===== config.mk =====
export PLATFORM = sky130hd
export DESIGN_NAME = fxa_sat
export DESIGN_NICKNAME = d
export VERILOG_FILES = /design/src/rtl/fxa_pkg.sv /design/src/rtl/fxa_sat.sv
export SDC_FILE = /design/constraint.sdc
export NUM_CORES = 1
export LEC_CHECK = 0
export ABC_AREA = 1
export BUFFER_PORTS_ARGS = -buffer_cell sky130_fd_sc_hd__buf_4
export CORE_AREA = 4 4 145 147
export CTS_CLUSTER_SIZE = 30
export DETAILED_ROUTE_END_ITERATION = 8
export DIE_AREA = 0 0 149 151
export PLACE_DENSITY = 0.41
export SLEW_MARGIN = 5
export SYNTH_ARGS = -nofsm -noshare
export SYNTH_HDL_FRONTEND = slang
export SYNTH_SLANG_ARGS = --single-unit

===== constraint.sdc =====
create_clock -name clk -period 3.7 [get_ports clk]
set_input_delay 0.37 -clock clk [delete_from_list [all_inputs] [get_ports clk]]
set_output_delay 0.37 -clock clk [all_outputs]
set_load 0.02 [all_outputs]

===== src/rtl/fxa_pkg.sv =====
// Shared types and constants for the signed fixed-point ALU pipeline.
// No dependencies; every other rtl file imports this package.
`default_nettype none
package fxa_pkg;

  typedef enum logic [3:0] {
    OP_ADD    = 4'd0,
    OP_SUB    = 4'd1,
    OP_MUL    = 4'd2,
    OP_DIV    = 4'd3,
    OP_MIN    = 4'd4,
    OP_MAX    = 4'd5,
    OP_INC    = 4'd6,
    OP_DEC    = 4'd7,
    OP_TO_FIX = 4'd8,
    OP_TO_INT = 4'd9
  } op_t;

  // numerator field holds |a| << FRAC_BITS for FRAC_BITS up to 16
  localparam int NUM_W      = 48;
  localparam int DIV_BITS   = 4;
  localparam int DIV_STAGES = NUM_W / DIV_BITS;

  typedef struct packed {
    logic [3:0]         op;
    logic signed [31:0] operand_a;
    logic signed [31:0] operand_b;
  } req_t;

  typedef struct packed {
    logic signed [31:0] result;
    logic               a_less;
    logic               a_equal;
    logic               a_greater;
    logic               overflow;
    logic               divide_by_zero;
  } rsp_t;

  typedef struct packed {
    op_t                op;
    logic               lt;
    logic               eq;
    logic               gt;
    logic               neg;
    logic               dbz;
    logic signed [63:0] pre;
    logic [31:0]        mag_a;
    logic [31:0]        den;
    logic [NUM_W-1:0]   num;
    logic [32:0]        rem;
    logic [NUM_W-1:0]   quo;
    logic [63:0]        prod;
  } pipe_t;

endpackage
`default_nettype wire


===== src/rtl/fxa_sat.sv =====
// Saturation to WORD_BITS and the output register.
// Depends on fxa_pkg.
`default_nettype none
module fxa_sat #(
  parameter int WORD_BITS = 32
) (
  input  wire                 clk,
  input  wire                 rst,
  input  wire                 in_valid,
  input  fxa_pkg::pipe_t      in_word,
  output logic                ready,
  output logic                valid,
  output fxa_pkg::rsp_t       word,
  input  wire                 stall
);
  import fxa_pkg::*;

  localparam logic signed [63:0] HI = (64'sd1 <<< (WORD_BITS - 1)) - 64'sd1;
  localparam logic signed [63:0] LO = -HI - 64'sd1;

  rsp_t nxt;

  assign ready = !valid || !stall;

  always_comb begin
    nxt = '0;
    nxt.a_less = in_word.lt;
    nxt.a_equal = in_word.eq;
    nxt.a_greater = in_word.gt;
    nxt.divide_by_zero = in_word.dbz;
    if (in_word.pre > HI) begin
      nxt.result = HI[31:0];
      nxt.overflow = 1'b1;
    end else if (in_word.pre < LO) begin
      nxt.result = LO[31:0];
      nxt.overflow = 1'b1;
    end else begin
      nxt.result = in_word.pre[31:0];
    end
  end

  always_ff @(posedge clk) begin
    if (rst) begin
      valid <= 1'b0;
    end else if (ready) begin
      valid <= in_valid;
    end
    if (ready && in_valid) begin
      word <= nxt;
    end
  end

endmodule
`default_nettype wire


==> metrics.txt <==
outcome complete, no violations; drt pass-1 iters 4; Worst setup startpoint in_word[307]; CORE AREA about 20000 µm²; number of hold buffers added after CTS 0; Seq/Total Area, Yosys 0.666; fin crit period between 1500 and 2000 ps; top cells by area, synth edfxtp_1 65%, nand2_1 21%, nor2_1 6.8%; area delta synth->final 77.6%; ant diodes 0; Synth Instances between 150 and 200; crit-path max FO 25; post-synthesis cell area 1700 µm²; WS Path Type in -> reg; total clock sinks 38; first-pass GRT wire length 10.2 mm; M3 GR Usage 0.0566; synthesized flop and latch total 38; Fin. Hold Viols 0; Max H-tree Level 2; Die Span X 149 µm; max_slew headroom 0.384; final net count between 600 and 700; worst stage delay on the critical path 530 ps; total track usage 0.0627; Worst Tran Pin Value roughly 900 ps; CTS tree yes; Final Max Slew Viols 0; synth warn 0; Post-CTS Setup Inserts 0; number of routed nets with antenna violations 0; Die Height 151 µm; count of input and output buffers 110; clock latency on the worst-skew pair 290 ps; busiest metal layer after global routing met1; Synth cell types 10; grt met1 use 0.0791; Hold Path Class in -> reg; final core occ 0.152; peak supply drop 0.000247 V; Resized Gates After CTS 0; Final Cell Area just over 3000 µm²; Setup-failing EPs final 0; CP dominant cell by count nand2_1; Die Area 22500 µm²; DRT iter0 DRCs about 90; root buffer cell clkbuf_16; clock-pin slew on the worst setup and hold paths about 60 ps; Tot Pwr about 1.3 mW; Pleak 1.26 nW; DRC 0; Wirelength per Cell between 10 and 15 µm; CP Cell Sequence buf_4 > nand2_1 > nor2_1 > nand2_1 > nor2_1 > nand2_1 > nand2_1 > buf_4 > nand2_1 > nand2_1; pwr dens 420 nW/µm²; average size of a mapped cell 9.49 µm²; hold_sp rst; global route total overflow 0; hpwl dp approximately 5.6 mm; Worst path slowest cell nand2_1; cell taking the most area after synthesis edfxtp_1; DR vias 1600; RR Startpoint valid$_SDFFE_PP0N_; Max Clk Rate roughly 560 MHz; final period utilization 0.482; share of cells above drive strength 1 0.414; CTS Buffer Depth 2; Initial Utilization 0.0853; met2 GRT Util 0.0751; Final TNS setup 0 ps; Startpoint Class input port; DP Area about 2800 µm²; CP arrival between 1500 and 2000 ps; skew final between 7 and 8 ps; Crit. End Element flop; Max Cap Violations 0; top cell type's share of synthesized area 0.654; worst hold margin roughly 240 ps; RSZ-0062 raised after global routing no; Req. time, crit path between 3000 and 4000 ps; wirelength, routed about 7.0 mm; largest net degree at the start of global routing 33; antenna violations before repair 4; CTS buffer count 5; io pins 373; vias in the first global route roughly 1700; row count 52; GPL Wtd Cong around 0.78; Syn Nets between 500 and 600; drt via density between 2 and 3
-- cells in the final DEF, fill, tap and decap left out --
cell       instances
a21oi_1            1
dfxtp_1            1
inv_1              3
nand2_2            1
a21oi_4            1
edfxtp_1          37
nand2_1           97
nor2_1            31
bufinv_16          2
buf_4            112
clkbuf_16          5
clkinv_1           1
-- where the power goes --
group	switching [mW]	internal, mW
Clock	0.179	0.384
Sequential	0.00872	0.505
Combinational	0.0997	0.0927
Total	0.287	0.981
-- worst max-delay path, delay by kind of cell --
kind | cells | cell delay [ps]
AND/OR/NAND/NOR | 8 | 880
buffers and inverters | 2 | 520
-- routing by layer --
| metal | share of wire | wire [µm] |
|---|---|---|
| met5 | 0.0052 | 36 |
| met4 | 0.014 | 97 |
| met3 | 0.18 | 1260 |
| met2 | 0.36 | 2520 |
| met1 | 0.44 | 3070 |
-- registers in the layout, indices dropped and copies added, names as in the netlist --
name	count
word	37
valid	1
-- synth_stat cells --
master,instances
buf_4,3
nand2_2,1
nor2_1,31
clkbuf_1,1
edfxtp_1,37
nand2_1,97
dfxtp_1,1
a21oi_1,2
inv_1,3
buf_6,3
-- layout make-up --
cell class | count | area [µm²]
Multi-Input combinational cell | 131 | 508
Sequential cell | 38 | 1130
Timing Repair Buffer | 112 | 841
Tap cell | 270 | 338
Fill cell | 2328 | 16900
Clock inverter | 3 | 63.8
Inverter | 3 | 11.3
Clock buffer | 5 | 125
-- final timing paths --
kind | to | slack, ps | depth (start not counted)
setup reg to reg | word[24]$_SDFFCE_PN1P_ | 2160 | 2
hold / removal | valid$_SDFFE_PP0N_ | 240 | 2
setup / recovery | word[30]$_SDFFCE_PN1P_ | 1920 | 10
hold reg to reg | valid$_SDFFE_PP0N_ | 540 | 2
-- cell families (layout without fill, tap and decap cells) --
group,after synthesis,count (layout),synth area share
AOI/OAI and AO/OA,2,2,0.00589
DFF,38,38,0.666
and+or+nand+nor,129,129,0.286
buffers and inverters,10,123,0.0420
-- per-stage QoR --
step	instances	worst slack, ps
after floorplan	179	1030
after global placement	554	1520
after detailed placement	554	1510
after CTS	562	1820
after global routing	562	1630
final	562	1920
Note: power is estimated with default switching activity, not from simulation.
