File: src/rtl/fxa_pkg.sv
// Shared types and constants for the signed fixed-point ALU pipeline.
// No dependencies; every other rtl file imports this package.
`default_nettype none
package fxa_pkg;

  typedef enum logic [3:0] {
    OP_ADD    = 4'd0,
    OP_SUB    = 4'd1,
    OP_MUL    = 4'd2,
    OP_DIV    = 4'd3,
    OP_MIN    = 4'd4,
    OP_MAX    = 4'd5,
    OP_INC    = 4'd6,
    OP_DEC    = 4'd7,
    OP_TO_FIX = 4'd8,
    OP_TO_INT = 4'd9
  } op_t;

  // numerator field holds |a| << FRAC_BITS for FRAC_BITS up to 16
  localparam int NUM_W      = 48;
  localparam int DIV_BITS   = 4;
  localparam int DIV_STAGES = NUM_W / DIV_BITS;

  typedef struct packed {
    logic [3:0]         op;
    logic signed [31:0] operand_a;
    logic signed [31:0] operand_b;
  } req_t;

  typedef struct packed {
    logic signed [31:0] result;
    logic               a_less;
    logic               a_equal;
    logic               a_greater;
    logic               overflow;
    logic               divide_by_zero;
  } rsp_t;

  typedef struct packed {
    op_t                op;
    logic               lt;
    logic               eq;
    logic               gt;
    logic               neg;
    logic               dbz;
    logic signed [63:0] pre;
    logic [31:0]        mag_a;
    logic [31:0]        den;
    logic [NUM_W-1:0]   num;
    logic [32:0]        rem;
    logic [NUM_W-1:0]   quo;
    logic [63:0]        prod;
  } pipe_t;

endpackage
`default_nettype wire

File: src/rtl/fxa_div_stage.sv
// One slice of the restoring divider: DIV_BITS quotient bits per stage.
// Depends on fxa_pkg.
`default_nettype none
module fxa_div_stage (
  input  wire                 clk,
  input  wire                 rst,
  input  wire                 in_valid,
  input  fxa_pkg::pipe_t      in_word,
  output logic                ready,
  output logic                valid,
  output fxa_pkg::pipe_t      word,
  input  wire                 down_ready
);
  import fxa_pkg::*;

  pipe_t       nxt;
  logic [32:0] rsh;

  assign ready = !valid || down_ready;

  always_comb begin
    nxt = in_word;
    rsh = '0;
    for (int i = 0; i < DIV_BITS; i++) begin
      // rem stays below den, so the top bit is always clear here
      rsh = {nxt.rem[31:0], nxt.num[NUM_W-1]};
      nxt.num = {nxt.num[NUM_W-2:0], 1'b0};
      if (rsh >= {1'b0, nxt.den}) begin
        nxt.rem = rsh - {1'b0, nxt.den};
        nxt.quo = {nxt.quo[NUM_W-2:0], 1'b1};
      end else begin
        nxt.rem = rsh;
        nxt.quo = {nxt.quo[NUM_W-2:0], 1'b0};
      end
    end
  end

  always_ff @(posedge clk) begin
    if (rst) begin
      valid <= 1'b0;
    end else if (ready) begin
      valid <= in_valid;
    end
    if (ready && in_valid) begin
      word <= nxt;
    end
  end

endmodule
`default_nettype wire

File: config.mk
export PLATFORM = sky130hd
export DESIGN_NAME = fxa_div_stage
export DESIGN_NICKNAME = d
export VERILOG_FILES = /design/src/rtl/fxa_pkg.sv /design/src/rtl/fxa_div_stage.sv
export SDC_FILE = /design/constraint.sdc
export NUM_CORES = 1
export LEC_CHECK = 0
export ABC_AREA = 1
export CORE_AREA = 3 3 258 260
export CTS_BUF_LIST = sky130_fd_sc_hd__clkbuf_16
export DETAILED_ROUTE_END_ITERATION = 10
export DIE_AREA = 0 0 261 263
export DONT_BUFFER_PORTS = 1
export PLACE_DENSITY_LB_ADDON = 0.08
export SYNTH_ARGS = -nofsm -noshare
export SYNTH_HDL_FRONTEND = slang
export SYNTH_SLANG_ARGS = --single-unit
export TNS_END_PERCENT = 30
File: constraint.sdc
create_clock -name clk -period 29.5 [get_ports clk]
set_input_delay 5.9 -clock clk [delete_from_list [all_inputs] [get_ports clk]]
set_output_delay 5.9 -clock clk [all_outputs]
set_load 0.01 [all_outputs]
==> summary.md <==
| Metric | Value |
|---|---|
| Dominant synthesized flop cell | `edfxtp_1` |
| Period utilization | `57.0%` |
| Routed Antenna Nets | `0` |
| Max Clock Skew | `16.1 ps` |
| Vias | `14259` |
| CTS Buffer Depth | `3` |
| # IOs | `666` |
| Seq/Total Area, Yosys | `51.2%` |
| Mapped Cells | `2079` |
| Die span in x | `261 µm` |
| Area Growth Syn to Fin | `10.5%` |
| Die H | `263 µm` |
| Initial antenna violation count | `0` |
| Status | `finished clean` |
| # placed instances | `2915` |
| Leakage | `8.86 nW` |
| Setup CP Type | `input port to flop` |
| Worst-path maximum fanout | `39` |
| HP Class | `flop to flop` |
| CP dominant cell by count | `nand2_1` |
| IO Port Bufs | `0` |
| Worst setup path startpoint | `in_word[217]` |
| Async SR Flop Fraction | `0%` |
| Number of global-route vias before repair | `14381` |
| Worst path bufs/invs | `7` |
| RSZ-0062 raised after global routing | `no` |
| Seq cells post-synth | `327` |
| Peak VDD IR | `0.0000484 V` |
| Setup violators final | `0` |
| Final GP Congestion | `0.917` |
| Skew-Pair Late Insertion Delay | `530 ps` |
| Clock Pin Slew Worst Setup and Hold Paths | `60 ps` |
| Slew HR | `35.3%` |
| Post-synth EDFFs | `326` |
| Max cap viols | `0` |
| Drt via density | `4.79` |
| CTS Buf Count | `36` |
| Core ar. | `0.0643 mm²` |
| Clock period minus worst slack | `16820 ps` |
| Layout net count | `2564` |
| Post-CTS Resized | `0` |
| Critical Path Source Type | `input port` |
| CP arrival | `17090 ps` |
| Gr ovfl total | `0` |
| Clk sinks | `327` |
| Mean Syn Cell Area | `9.22 µm²` |
| Slowest stage delay, CP | `620 ps` |
| Ant diodes | `0` |
| Total die area | `0.0686 mm²` |
| Initial drt markers | `970` |
| CTS tree | `built` |
| PD cells | `106 mW/mm²` |
| Crit path max-delay family | `compound AO/OA/AOI/OAI gates` |
| Layout cells sized above 1 | `5.19%` |
| Finished Layout Cells | `2975` |
| Design Area, Final | `0.0212 mm²` |
| Hold path startpoint | `valid$_SDFFE_PP0N_` |
| Synth unique cells | `52` |
| Final HPWL DP | `53.3 mm` |
| FF-to-FF Start | `valid$_SDFFE_PP0N_` |
| Fmax achieved | `0.0595 GHz` |
| CP Capture Type | `flop` |
| CTS root buffer | `clkbuf_16` |
| Drt pass-1 iters | `5` |
| Routed Wire Length | `63.8 mm` |
| Cell area after placement | `0.0201 mm²` |
| Hold Vio Cnt, Final | `0` |
| Average wire per standard cell | `21.4 µm` |
| Initial Util | `29.8%` |
| Synth Warn # | `0` |
| Mapped Area | `0.0192 mm²` |
| Total Power | `2.25 mW` |
| Post-CTS setup buffer count | `0` |
| H-tree levels | `2` |
| Tot GR Track Use | `17.7%` |
| FP Rows | `93` |
| Largest net degree at the start of global routing | `78` |
| Slowest-stage cell, CP | `inv_2` |
| Max-slew violations | `0` |
| FILL cells | `6595` |
| Cts hold-fix bufs | `0` |
| Sum Neg Setup Slack | `0 ps` |
| First-pass GRT wire length | `91.1 mm` |
| Required time of the critical path | `29770 ps` |
| Remaining DRCs | `0` |
| Worst-Margin Slew | `971 ps` |
final cells by class:
type | instances | area, µm² | area share [%]
timing repair buffer | 8 | 60.1 | 0.283
multi-input combinational | 1491 | 8310 | 39.2
clock inverter | 24 | 156 | 0.738
inverter | 234 | 881 | 4.16
sequential | 327 | 9810 | 46.3
clock buffer | 36 | 901 | 4.25
tap | 855 | 1070 | 5.05
path summary, 6_finish.rpt:
check / to / slack (ps) / cells after the start
min reg2reg: valid$_SDFFE_PP0N_ / 730 / 2
max reg2reg: word[23]$_DFFE_PP_ / 26120 / 4
min: valid$_SDFFE_PP0N_ / 730 / 2
max: word[120]$_DFFE_PP_ / 12680 / 51
through the flow:
step | util, % | setup slack (ps) | hold slack [ps]
finish | 32.9 | 12680 | 734
CTS | 32.9 | 12770 | 737
detailed placement | 31.3 | 12210 | 727
floorplan | - | 6820 | 577
global placement | 31.3 | 12190 | 718
global route | 32.9 | 11710 | 752
report_power, final:
part	leakage [nW]	total, mW	internal (mW)	switching [mW]
Combinational	5.16	1.18	0.399	0.777
Sequential	3.16	0.664	0.613	0.0513
Clock	0.539	0.405	0.231	0.174
Total	8.86	2.25	1.24	1.00
cell families (layout without fill, tap and decap cells):
group,after synthesis,count (layout),synth area share [%]
simple gates,937,937,20.6
buf+inv,264,302,5.57
flops,327,327,51.2
compound gates,316,316,9.22
xor+xnor,102,102,4.66
fa+ha+maj,132,132,8.77
other cells,1,4,0.0196
worst register-to-register path: cells and delay by family (launching register included):
kind | cells | cell delay [ps]
AO/OA/AOI/OAI | 1 | 170
buffers and inverters | 3 | 2340
flip-flops | 1 | 390
metal layers:
layer	vias to the layer above	wire, µm	GRT usage (%)
met5	-	0	0
met4	0	1410	4.42
met3	71	3430	3.23
met2	415	32400	31.7
met1	6682	26500	21.7
li1	7091	-	-
flip-flops by register name (all words and copies together), names as in the netlist:
signal and cells:
word 326, valid 1
Yosys cell counts, types with 14 or more instances:
library cell	n	share of area, %
o21bai_1	14	0.55
edfxtp_1	326	51
nand4_1	21	0.69
nand2_1	606	12
o21ai_1	21	0.55
xor2_1	48	2.2
ha_1	128	8.4
nor3_1	21	0.55
buf_2	15	0.39
nand3_1	94	2.5
xnor2_1	54	2.5
nor2_1	139	2.7
a21oi_1	132	3.4
o21ai_0	91	2.4
inv_1	226	4.4
layout by cell type (no fill, tap or decap), types with 10 or more instances in the layout:
cell type | netlist | layout
clkbuf_16 | 0 | 36
ha_1 | 128 | 128
o21ai_0 | 91 | 91
nand4_1 | 21 | 21
xor2_1 | 48 | 48
nor3_1 | 21 | 21
a21o_1 | 11 | 11
or2_2 | 10 | 10
o21bai_1 | 14 | 14
o21ai_1 | 21 | 21
edfxtp_1 | 326 | 326
nand2_1 | 606 | 606
nand3_1 | 94 | 94
inv_1 | 226 | 233
nor2_1 | 139 | 139
xnor2_1 | 54 | 54
a21oi_1 | 132 | 131
Power figures use the tool's default switching activity.
