==> config.mk <==
export PLATFORM = sky130hd
export DESIGN_NAME = fxa_round
export DESIGN_NICKNAME = d
export VERILOG_FILES = /design/src/rtl/fxa_pkg.sv /design/src/rtl/fxa_round.sv
export SDC_FILE = /design/constraint.sdc
export NUM_CORES = 1
export LEC_CHECK = 0
export BUFFER_PORTS_ARGS = -buffer_cell sky130_fd_sc_hd__buf_2
export CAP_MARGIN = 20
export CORE_AREA = 4 4 258 260
export CTS_BUF_LIST = sky130_fd_sc_hd__clkbuf_4 sky130_fd_sc_hd__clkbuf_8 sky130_fd_sc_hd__clkbuf_16
export DETAILED_ROUTE_END_ITERATION = 6
export DIE_AREA = 0 0 262 264
export SETUP_SLACK_MARGIN = 0.2
export SYNTH_ARGS = -nofsm -noshare
export SYNTH_HDL_FRONTEND = slang
export SYNTH_SLANG_ARGS = --single-unit
export TNS_END_PERCENT = 100
==> constraint.sdc <==
create_clock -name clk -period 8.45 [get_ports clk]
set_input_delay 0.845 -clock clk [delete_from_list [all_inputs] [get_ports clk]]
set_output_delay 0.845 -clock clk [all_outputs]
set_load 0.03 [all_outputs]
==> src/rtl/fxa_pkg.sv <==
// Shared types and constants for the signed fixed-point ALU pipeline.
// No dependencies; every other rtl file imports this package.
`default_nettype none
package fxa_pkg;

  typedef enum logic [3:0] {
    OP_ADD    = 4'd0,
    OP_SUB    = 4'd1,
    OP_MUL    = 4'd2,
    OP_DIV    = 4'd3,
    OP_MIN    = 4'd4,
    OP_MAX    = 4'd5,
    OP_INC    = 4'd6,
    OP_DEC    = 4'd7,
    OP_TO_FIX = 4'd8,
    OP_TO_INT = 4'd9
  } op_t;

  // numerator field holds |a| << FRAC_BITS for FRAC_BITS up to 16
  localparam int NUM_W      = 48;
  localparam int DIV_BITS   = 4;
  localparam int DIV_STAGES = NUM_W / DIV_BITS;

  typedef struct packed {
    logic [3:0]         op;
    logic signed [31:0] operand_a;
    logic signed [31:0] operand_b;
  } req_t;

  typedef struct packed {
    logic signed [31:0] result;
    logic               a_less;
    logic               a_equal;
    logic               a_greater;
    logic               overflow;
    logic               divide_by_zero;
  } rsp_t;

  typedef struct packed {
    op_t                op;
    logic               lt;
    logic               eq;
    logic               gt;
    logic               neg;
    logic               dbz;
    logic signed [63:0] pre;
    logic [31:0]        mag_a;
    logic [31:0]        den;
    logic [NUM_W-1:0]   num;
    logic [32:0]        rem;
    logic [NUM_W-1:0]   quo;
    logic [63:0]        prod;
  } pipe_t;

endpackage
`default_nettype wire

==> src/rtl/fxa_round.sv <==
// Rounding stage: half-away-from-zero for multiply and divide, sign applied.
// Depends on fxa_pkg.
`default_nettype none
module fxa_round #(
  parameter int FRAC_BITS = 8
) (
  input  wire                 clk,
  input  wire                 rst,
  input  wire                 in_valid,
  input  fxa_pkg::pipe_t      in_word,
  output logic                ready,
  output logic                valid,
  output fxa_pkg::pipe_t      word,
  input  wire                 down_ready
);
  import fxa_pkg::*;

  localparam logic [63:0] HALF = (64'd1 << FRAC_BITS) >> 1;

  pipe_t       nxt;
  logic [63:0] mmag;
  logic [63:0] dmag;

  assign ready = !valid || down_ready;

  always_comb begin
    nxt = in_word;
    mmag = (in_word.prod + HALF) >> FRAC_BITS;
    dmag = 64'(in_word.quo) + 64'({in_word.rem, 1'b0} >= {2'b00, in_word.den});
    case (in_word.op)
      OP_MUL:  nxt.pre = in_word.neg ? -$signed(mmag) : $signed(mmag);
      OP_DIV: begin
        if (in_word.dbz) begin
          nxt.pre = '0;
        end else begin
          nxt.pre = in_word.neg ? -$signed(dmag) : $signed(dmag);
        end
      end
      default: nxt.pre = in_word.pre;
    endcase
  end

  always_ff @(posedge clk) begin
    if (rst) begin
      valid <= 1'b0;
    end else if (ready) begin
      valid <= in_valid;
    end
    if (ready && in_valid) begin
      word <= nxt;
    end
  end

endmodule
`default_nettype wire

==> flow_summary.json <==
{
  "status": "finished clean",
  "pwr-share-seq_pct": 45.0,
  "final_antenna_net_count": 0,
  "skew_ns": 0.0199,
  "power_leakage_uw": 0.00919,
  "grt_pass1_wl_um": 105000,
  "place_congestion": 0.921,
  "die_height_um": 264,
  "cts_tree": "yes",
  "required_ns": 8.78,
  "gr-total-overflow": 0,
  "p_switching_uw": 1270,
  "power_density_nw_per_um2": 187,
  "post_cts_buffers": 0,
  "worstRegToRegCells": 4,
  "post_cts_resized": 0,
  "ir_drop_mv": 0.155,
  "use_met1_pct": 23.4,
  "area_delta_synth_final_pct": 30.1,
  "hold_end": "valid$_SDFFE_PP0N_",
  "cts_hold_buf": 0,
  "path_class": "in -> reg",
  "grt_pass1_vias": 15400,
  "root_buffer": "clkbuf_16",
  "p_int_uw": 3080,
  "port_buffers": 665,
  "timing.slew.headroom_pct": 30.3,
  "ys_seq_area_share_pct": 55.5,
  "drv_cap": 0,
  "syn_area_um2": 17900,
  "coreArea_um2": 64100,
  "whs_path_depth": 2,
  "reg2reg_to": "word[146]$_DFFE_PP_",
  "setup_tns_ns": 0,
  "period_share_pct": 80.8,
  "clock_path_buffers": 3,
  "end_kind": "flip-flop",
  "ios": 666,
  "nets": 2585,
  "finalPower_uw": 4350,
  "hp-class": "in -> reg",
  "hold_viol_final": 0,
  "synth_fp_nets": 1945,
  "die_w_um": 262,
  "synth_cell_types": 88,
  "vias": 15800,
  "grtUsageMet3_pct": 5.97,
  "r2r-start": "valid$_SDFFE_PP0N_",
  "start_util_pct": 27.9,
  "min_from": "rst",
  "period_needed_ns": 6.83,
  "die_area_um2": 69200,
  "place_hpwl_um": 61000,
  "grt_setup_unrepaired": "no",
  "routed_wl_um": 75200,
  "synth_ff_type": "edfxtp_1",
  "p_comb_share_pct": 18.1,
  "htreeDepth": 2,
  "ys_seq_elements": 331,
  "clkSlewWorstSetupHoldPaths_ns": 0.06,
  "avgRoutedWirePerCell_um": 24.3,
  "synth_edf_count": 330,
  "clk_latency_ns": 0.57,
  "syn_inst": 1575,
  "clockPowerShare_pct": 36.9,
  "drtIter0Drc": 1394,
  "drive_gt1_share_pct": 35.5,
  "fmax_ghz": 0.146,
  "numCtsBuffers": 38,
  "track_usage_pct": 20.4,
  "drtPass1Iterations": 7,
  "antenna_found_initial": 22,
  "swShare_pct": 29.1,
  "tightestPinTransition_ns": 1.05,
  "cp-start-kind": "primary input",
  "path_max_fanout": 14,
  "cts.sinks": 331,
  "grtUsageMet2_pct": 36.3,
  "avgSynthCellArea_um2": 11.4,
  "ys_warn_count": 0,
  "grt_max_degree": 96,
  "fp-row-count": 93,
  "rrSetupSlack_ns": 5.43,
  "arrival_ns": 7.16,
  "async_flop_share_pct": 0,
  "hold_ws_ns": 0.444,
  "routed_via_density": 5.11,
  "setup_viol": 0,
  "stdcell_count": 3098,
  "drc_errors": 0,
  "grt.busiest_layer": "met2",
  "slew_viol_final": 0,
  "placed_cells": 3030
}
## cell usage after synthesis, types with 16 or more instances
master	count	area (µm²)
o31ai_1	16	120
nor2_1	71	267
and4_1	19	166
edfxtp_1	330	9910
ha_1	36	450
nand3_1	78	390
nand2_1	142	533
a31oi_1	16	100
nand4_1	56	350
xor2_1	76	666
clkbuf_1	48	180
buf_2	22	110
inv_1	52	195
nor3_1	46	230
a22oi_1	19	143
xnor2_1	106	928
and3_1	30	188
a21oi_1	39	195
o21ai_0	86	430
nor4_1	32	200
## power groups by stage
stage / clock network (µW) / logic (µW) / registers, µW
final: 1600 / 789 / 1960
after global routing: 1720 / 843 / 1970
after CTS: 1660 / 795 / 1960
after detailed placement: 0 / 791 / 1990
after global placement: 0 / 787 / 1990
after floorplan: 0 / 255 / 2200
## cells by family (layout without fill, tap and decap cells)
family,after synthesis,in the layout,share of synthesized area (%)
AND/OR/NAND/NOR,585,585,17.9
other,0,2,0
flip-flops,331,331,55.5
XOR/XNOR,182,182,8.91
buffers and inverters,138,804,3.34
AO/OA/AOI/OAI,288,288,10.9
multiplexers,15,15,0.867
adder cells (fa/ha/maj),36,36,2.52
## per-layer routing
layer / wire (µm) / part of all wire (%)
met4: 2690 / 3.6
met5: 166 / 0.22
met2: 37400 / 50
met1: 27700 / 37
met3: 7270 / 9.7
## layout make-up
class                           instances  area (µm²)
Sequential cell                       331        9930
Multi-Input combinational cell       1106        7380
Clock buffer                           46        1010
Inverter                               54         203
Fill cell                            6372       40800
Tap cell                              855        1070
Clock inverter                         20         199
Antenna cell                            2        5.00
Timing Repair Buffer                  684        3470
## through the flow
step	utilization (%)	setup WS [ns]	cell area, µm²
2_1_floorplan	-	2.52	17900
3_3_place_gp	34.4	1.15	22100
3_5_place_dp	34.4	1.12	22100
4_1_cts	36.3	1.71	23300
5_1_grt	36.3	1.25	23300
6_report	36.3	1.62	23300
## how the worst max path moves through the flow
stage	cells after the start	slack (ns)	to	start
2_1_floorplan	25	2.52	word[304]$_DFFE_PP_	in_word[194]
4_1_cts	24	1.71	word[304]$_DFFE_PP_	in_word[112]
3_3_place_gp	24	1.15	word[304]$_DFFE_PP_	in_word[112]
6_report	21	1.62	word[304]$_DFFE_PP_	in_word[221]
5_1_grt	24	1.25	word[304]$_DFFE_PP_	in_word[112]
3_5_place_dp	24	1.12	word[304]$_DFFE_PP_	in_word[112]
## worst max-delay path, stage by stage
cell and delay, ns:
buf_2 0.12, inv_1 0.05, ha_1 0.28, and4_1 0.22, nand2_1 0.09, or3_1 0.40
nor2_1 0.16, nand3_1 0.09, o221ai_1 0.47, ha_1 0.43, ha_1 0.60, nand3_1 0.24
or4_1 0.62, o31ai_1 0.34, nand4_1 0.22, a211o_1 0.30, or4_1 0.67, o311ai_2 0.32
o41ai_1 0.11, a222oi_1 0.33, a21bo_1 0.24
## sequential cells by signal, summed over array words and instances (netlist names)
name / flops
word: 330
valid: 1
## layout by cell type, fill, tap and decap left out, drive strengths merged, types with 19 or more instances in the layout
cell type  count
nor3          46
edfxtp       330
nand3         79
buf          684
inv           53
a21oi         40
and3          32
nor4          39
nand2        142
a22oi         19
xor2          76
xnor2        106
nor2          72
and4          19
nand4         59
o21ai         91
ha            36
clkbuf        46
Note: power is estimated with default switching activity, not from simulation.
