<file path="config.mk">
export PLATFORM = sky130hd
export DESIGN_NAME = fxa_mul
export DESIGN_NICKNAME = d
export VERILOG_FILES = /design/src/rtl/fxa_pkg.sv /design/src/rtl/fxa_mul.sv
export SDC_FILE = /design/constraint.sdc
export NUM_CORES = 2
export LEC_CHECK = 0
export ABC_CLOCK_PERIOD_IN_PS = 17000
export BUFFER_PORTS_ARGS = -buffer_cell sky130_fd_sc_hd__buf_2
export CORE_MARGIN = 1
export CORE_UTILIZATION = 64
export DETAILED_ROUTE_END_ITERATION = 12
export PLACE_DENSITY = 0.92
export SYNTH_ARGS = -nofsm -noshare
export SYNTH_HDL_FRONTEND = slang
export SYNTH_SLANG_ARGS = --single-unit
</file>
<file path="constraint.sdc">
create_clock -name clk -period 17 [get_ports clk]
set_input_delay 3.4 -clock clk [delete_from_list [all_inputs] [get_ports clk]]
set_output_delay 3.4 -clock clk [all_outputs]
set_load 0.005 [all_outputs]
</file>
<file path="src/rtl/fxa_pkg.sv">
// Shared types and constants for the signed fixed-point ALU pipeline.
// No dependencies; every other rtl file imports this package.
`default_nettype none
package fxa_pkg;

  typedef enum logic [3:0] {
    OP_ADD    = 4'd0,
    OP_SUB    = 4'd1,
    OP_MUL    = 4'd2,
    OP_DIV    = 4'd3,
    OP_MIN    = 4'd4,
    OP_MAX    = 4'd5,
    OP_INC    = 4'd6,
    OP_DEC    = 4'd7,
    OP_TO_FIX = 4'd8,
    OP_TO_INT = 4'd9
  } op_t;

  // numerator field holds |a| << FRAC_BITS for FRAC_BITS up to 16
  localparam int NUM_W      = 48;
  localparam int DIV_BITS   = 4;
  localparam int DIV_STAGES = NUM_W / DIV_BITS;

  typedef struct packed {
    logic [3:0]         op;
    logic signed [31:0] operand_a;
    logic signed [31:0] operand_b;
  } req_t;

  typedef struct packed {
    logic signed [31:0] result;
    logic               a_less;
    logic               a_equal;
    logic               a_greater;
    logic               overflow;
    logic               divide_by_zero;
  } rsp_t;

  typedef struct packed {
    op_t                op;
    logic               lt;
    logic               eq;
    logic               gt;
    logic               neg;
    logic               dbz;
    logic signed [63:0] pre;
    logic [31:0]        mag_a;
    logic [31:0]        den;
    logic [NUM_W-1:0]   num;
    logic [32:0]        rem;
    logic [NUM_W-1:0]   quo;
    logic [63:0]        prod;
  } pipe_t;

endpackage
`default_nettype wire

</file>
<file path="src/rtl/fxa_mul.sv">
// Magnitude multiply stage, 32x32 unsigned, registered product.
// Depends on fxa_pkg.
`default_nettype none
module fxa_mul (
  input  wire                 clk,
  input  wire                 rst,
  input  wire                 in_valid,
  input  fxa_pkg::pipe_t      in_word,
  output logic                ready,
  output logic                valid,
  output fxa_pkg::pipe_t      word,
  input  wire                 down_ready
);
  import fxa_pkg::*;

  pipe_t nxt;

  assign ready = !valid || down_ready;

  always_comb begin
    nxt = in_word;
    nxt.prod = 64'(in_word.mag_a) * 64'(in_word.den);
  end

  always_ff @(posedge clk) begin
    if (rst) begin
      valid <= 1'b0;
    end else if (ready) begin
      valid <= in_valid;
    end
    if (ready && in_valid) begin
      word <= nxt;
    end
  end

endmodule
`default_nettype wire

</file>
==> impl_metrics.sql <==
INSERT INTO impl_metrics (metric_group, metric, value, unit) VALUES
('clock_network', 'tritoncts_buffers', '36', ''),
('synthesis', 'cell_area_after_technology_mapping', '0.0434', 'mm²'),
('synthesis', 'ys_dominant_reg_cell', 'sky130_fd_sc_hd__edfxtp_1', ''),
('placement', 'detailed_place_hpwl', '95400', 'µm'),
('sta', 'report.final.slew_viol_count', '0', ''),
('final_layout', 'multi_input_logic_area', '0.0294', 'mm²'),
('clock_network', 'tritoncts', 'built', ''),
('global_routing', 'grtUsageTotal', '39.8', '%'),
('detailed_routing', 'drc_errors', '0', ''),
('clock_network', 'cts_hold_buf', '0', ''),
('synthesis', 'post-synth-top-area-fraction', '41.3', '%'),
('die', 'placeableCoreArea', '0.0672', 'mm²'),
('die', 'die_area', '0.0689', 'mm²'),
('synthesis', 'post-synth-top-count-cell', 'sky130_fd_sc_hd__fa_1', ''),
('sta', 'final-hold-violation-count', '0', ''),
('synthesis', 'netlist_instances', '4046', ''),
('flow_run', 'cap_viol_max_count', '0', ''),
('synthesis', 'synth_edf_count', '330', ''),
('synthesis', 'synth_common_cells', 'sky130_fd_sc_hd__fa_1, sky130_fd_sc_hd__inv_1, sky130_fd_sc_hd__and2_1', ''),
('die', 'initial_core_util', '64.7', '%'),
('sta', 'worst_slew_margin_relative_to_its_limit', '28.4', '%'),
('clock_network', 'cts_htree_levels', '2', ''),
('synthesis', 'synth.lib_cells_used.distinct', '68', ''),
('setup_path', 'critPathMaxFanout', '33', ''),
('placement', 'port-buffer-count', '601', ''),
('die', 'die_h', '263', 'µm'),
('global_routing', 'overflow', '0', ''),
('setup_path', 'worst_ep_arrival_time', '11.41', 'ns'),
('detailed_routing', 'drt_pre_antenna_iters', '8', ''),
('worst_hold_path', 'worstHoldPathCells', '2', ''),
('placement', 'gpl_congestion', '1.01', ''),
('synthesis', 'post_synthesis_sequential_area_ratio', '22.9', '%'),
('final_layout', 'utilization', '71.6', '%'),
('sta', 'post_route_setup_tns', '0', 'ns'),
('sta', 'period_needed', '11.02', 'ns'),
('detailed_routing', 'starting_drt_drc_count', '3156', ''),
('die', 'placementRows', '95', ''),
('sta', 'final-setup-viol-count', '0', ''),
('clock_network', 'clk_pin_slew', '0.06', 'ns'),
('synthesis', 'yosys_warnings', '0', ''),
('clock_network', 'ctsResizeCount', '0', ''),
('synthesis', 'asyncSetResetFlopFracSynth', '0', '%'),
('die', 'design.portCount', '666', ''),
('sta', 'timing.clock.skew', '0.0231', 'ns'),
('sta', 'rsz_0062_raised_after_global_routing', 'no', ''),
('final_layout', 'post_route_cells_drive_above_1_share', '15.5', '%'),
('sta', 'achievable-frequency', '0.0908', 'GHz'),
('global_routing', 'vias_in_the_first_global_route', '35300', ''),
('final_layout', 'flow.area_growth_from_synthesis', '10.6', '%'),
('final_layout', 'final.fill_count', '4293', ''),
('final_layout', 'seq_area', '0.00993', 'mm²'),
('run_status', 'run_status', 'finished clean', ''),
('setup_path', 'worstPathRequired', '17.39', 'ns'),
('worst_hold_path', 'hold_class', 'register to register', ''),
('global_routing', 'grt_pass1_wl', '203000', 'µm'),
('detailed_routing', 'post_drt_via_cell_ratio', '5.97', ''),
('final_layout', 'count_of_nets_after_finishing', '5977', ''),
('setup_path', 'critPathCaptureType', 'register', ''),
('synthesis', 'synthDominantAreaCellType', 'sky130_fd_sc_hd__fa_1', ''),
('sta', 'post_route_fraction_of_the_period_consumed_by_the_critical_path', '64.8', '%'),
('clock_network', 'cts-root-to-sink-buffers', '3', ''),
('clock_network', 'cts_sinks', '331', ''),
('setup_path', 'timing.reg2reg.worst_path_depth', '4', ''),
('clock_network', 'cts_setup_buffers', '0', ''),
('synthesis', 'number_of_flip_flops_and_latches_in_the_synthesized_netlist', '331', ''),
('die', 'die_w', '263', 'µm'),
('detailed_routing', 'postRouteWirelength', '132000', 'µm'),
('clock_network', 'clock_insertion_delay_worst_skew', '0.59', 'ns'),
('synthesis', 'synth.area.top_cells', 'sky130_fd_sc_hd__fa_1, sky130_fd_sc_hd__edfxtp_1, sky130_fd_sc_hd__and2_1', ''),
('synthesis', 'synth.net_count', '5539', ''),
('detailed_routing', 'detailroute.via_count', '32200', ''),
('setup_path', 'critPathKind', 'input pin to register', ''),
('detailed_routing', 'drt-wirelength-per-cell', '24.5', 'µm'),
('clock_network', 'clock_root_buffer', 'sky130_fd_sc_hd__clkbuf_16', ''),
('synthesis', 'synth_area_per_cell', '10.7', 'µm²'),
('setup_path', 'setup.worst_path.start_class', 'input pin', ''),
('global_routing', 'pin_count_of_the_biggest_net_entering_global_routing', '81', ''),
('detailed_routing', 'antenna_violating_nets_post_route', '0', ''),
('global_routing', 'antenna_violations_before_repair', '21', ''),
('sta', 'worst_slew_pin_slew', '1.07', 'ns');
layer usage:
metal / up-vias / track usage [%] / share of wire [%]
met5: - / 0 / 0.098
met4: 18 / 32.0 / 9.8
met3: 778 / 12.4 / 13
met2: 2399 / 61.0 / 46
met1: 16000 / 46.6 / 31
li1: 13000 / - / -
registers in the layout, summed over array words and instances (netlist names):
register	cells
word	330
valid	1
path summary, 6_finish.rpt:
| check | to | startpoint | slack [ns] |
|---|---|---|---|
| setup / recovery | word[57] | in_word[245] | 5.98 |
| hold / removal | valid | valid | 0.60 |
| setup reg to reg | word[124] | valid | 13.59 |
| hold reg to reg | valid | valid | 0.60 |
metrics by stage:
step | instances | setup slack [ns] | instance area [µm²] | hold slack (ns)
after detailed placement | 5319 | 5.65 | 46800 | 0.576
final | 5392 | 5.98 | 48100 | 0.601
after CTS | 5384 | 6.20 | 48000 | 0.587
after global placement | 5319 | 5.75 | 46800 | 0.575
after floorplan | 4046 | 5.22 | 43400 | 0.522
after global routing | 5390 | 5.85 | 48000 | 0.634
area by class of cell:
cell class / count / area share (%)
multi-input cells: 2633 / 61.2
repair buffers: 614 / 6.46
diodes: 8 / 0.0417
clock buffers: 40 / 1.95
clock inverters: 25 / 0.630
well taps: 873 / 2.27
flip-flops and latches: 331 / 20.7
inverters: 868 / 6.78
critical path: stages:
cell and delay, ns:
sky130_fd_sc_hd__buf_2 0.77, sky130_fd_sc_hd__and2_1 0.33, sky130_fd_sc_hd__fa_1 0.55, sky130_fd_sc_hd__inv_1 0.12, sky130_fd_sc_hd__fa_1 0.45, sky130_fd_sc_hd__fa_1 0.51, sky130_fd_sc_hd__fa_1 0.51, sky130_fd_sc_hd__inv_1 0.05
sky130_fd_sc_hd__fa_1 0.45, sky130_fd_sc_hd__fa_1 0.45, sky130_fd_sc_hd__fa_1 0.63, sky130_fd_sc_hd__inv_1 0.08, sky130_fd_sc_hd__fa_1 0.53, sky130_fd_sc_hd__inv_1 0.06, sky130_fd_sc_hd__ha_1 0.36, sky130_fd_sc_hd__nand2_1 0.12
sky130_fd_sc_hd__nor2_2 0.15, sky130_fd_sc_hd__and2_1 0.23, sky130_fd_sc_hd__and3_1 0.26, sky130_fd_sc_hd__nand4_1 0.13, sky130_fd_sc_hd__or3_4 0.40, sky130_fd_sc_hd__a31oi_4 0.33, sky130_fd_sc_hd__a41o_1 0.25, sky130_fd_sc_hd__xor2_1 0.23
layout by cell type, fill, tap and decap left out, types with 37 or more instances in the layout:
| master | n |
|---|---|
| sky130_fd_sc_hd__a21oi_1 | 61 |
| sky130_fd_sc_hd__and2_1 | 602 |
| sky130_fd_sc_hd__buf_2 | 601 |
| sky130_fd_sc_hd__clkbuf_16 | 37 |
| sky130_fd_sc_hd__edfxtp_1 | 330 |
| sky130_fd_sc_hd__fa_1 | 896 |
| sky130_fd_sc_hd__ha_1 | 263 |
| sky130_fd_sc_hd__inv_1 | 868 |
| sky130_fd_sc_hd__nand2_1 | 485 |
| sky130_fd_sc_hd__xnor2_1 | 38 |
cells by family after synthesis:
kind of cell	count (synthesis)	share of synthesized area, %
DFF	331	22.9
and+or+nand+nor	1206	14.4
buffers and inverters	1082	9.47
xor gates and xnor gates	58	1.17
adders and majority gates	1159	48.9
AOI/OAI and AO/OA	210	3.26
Power is left out: the tool's default activity adds up to more than one toggle a clock period on the data nets, which glitch-free logic cannot reach.
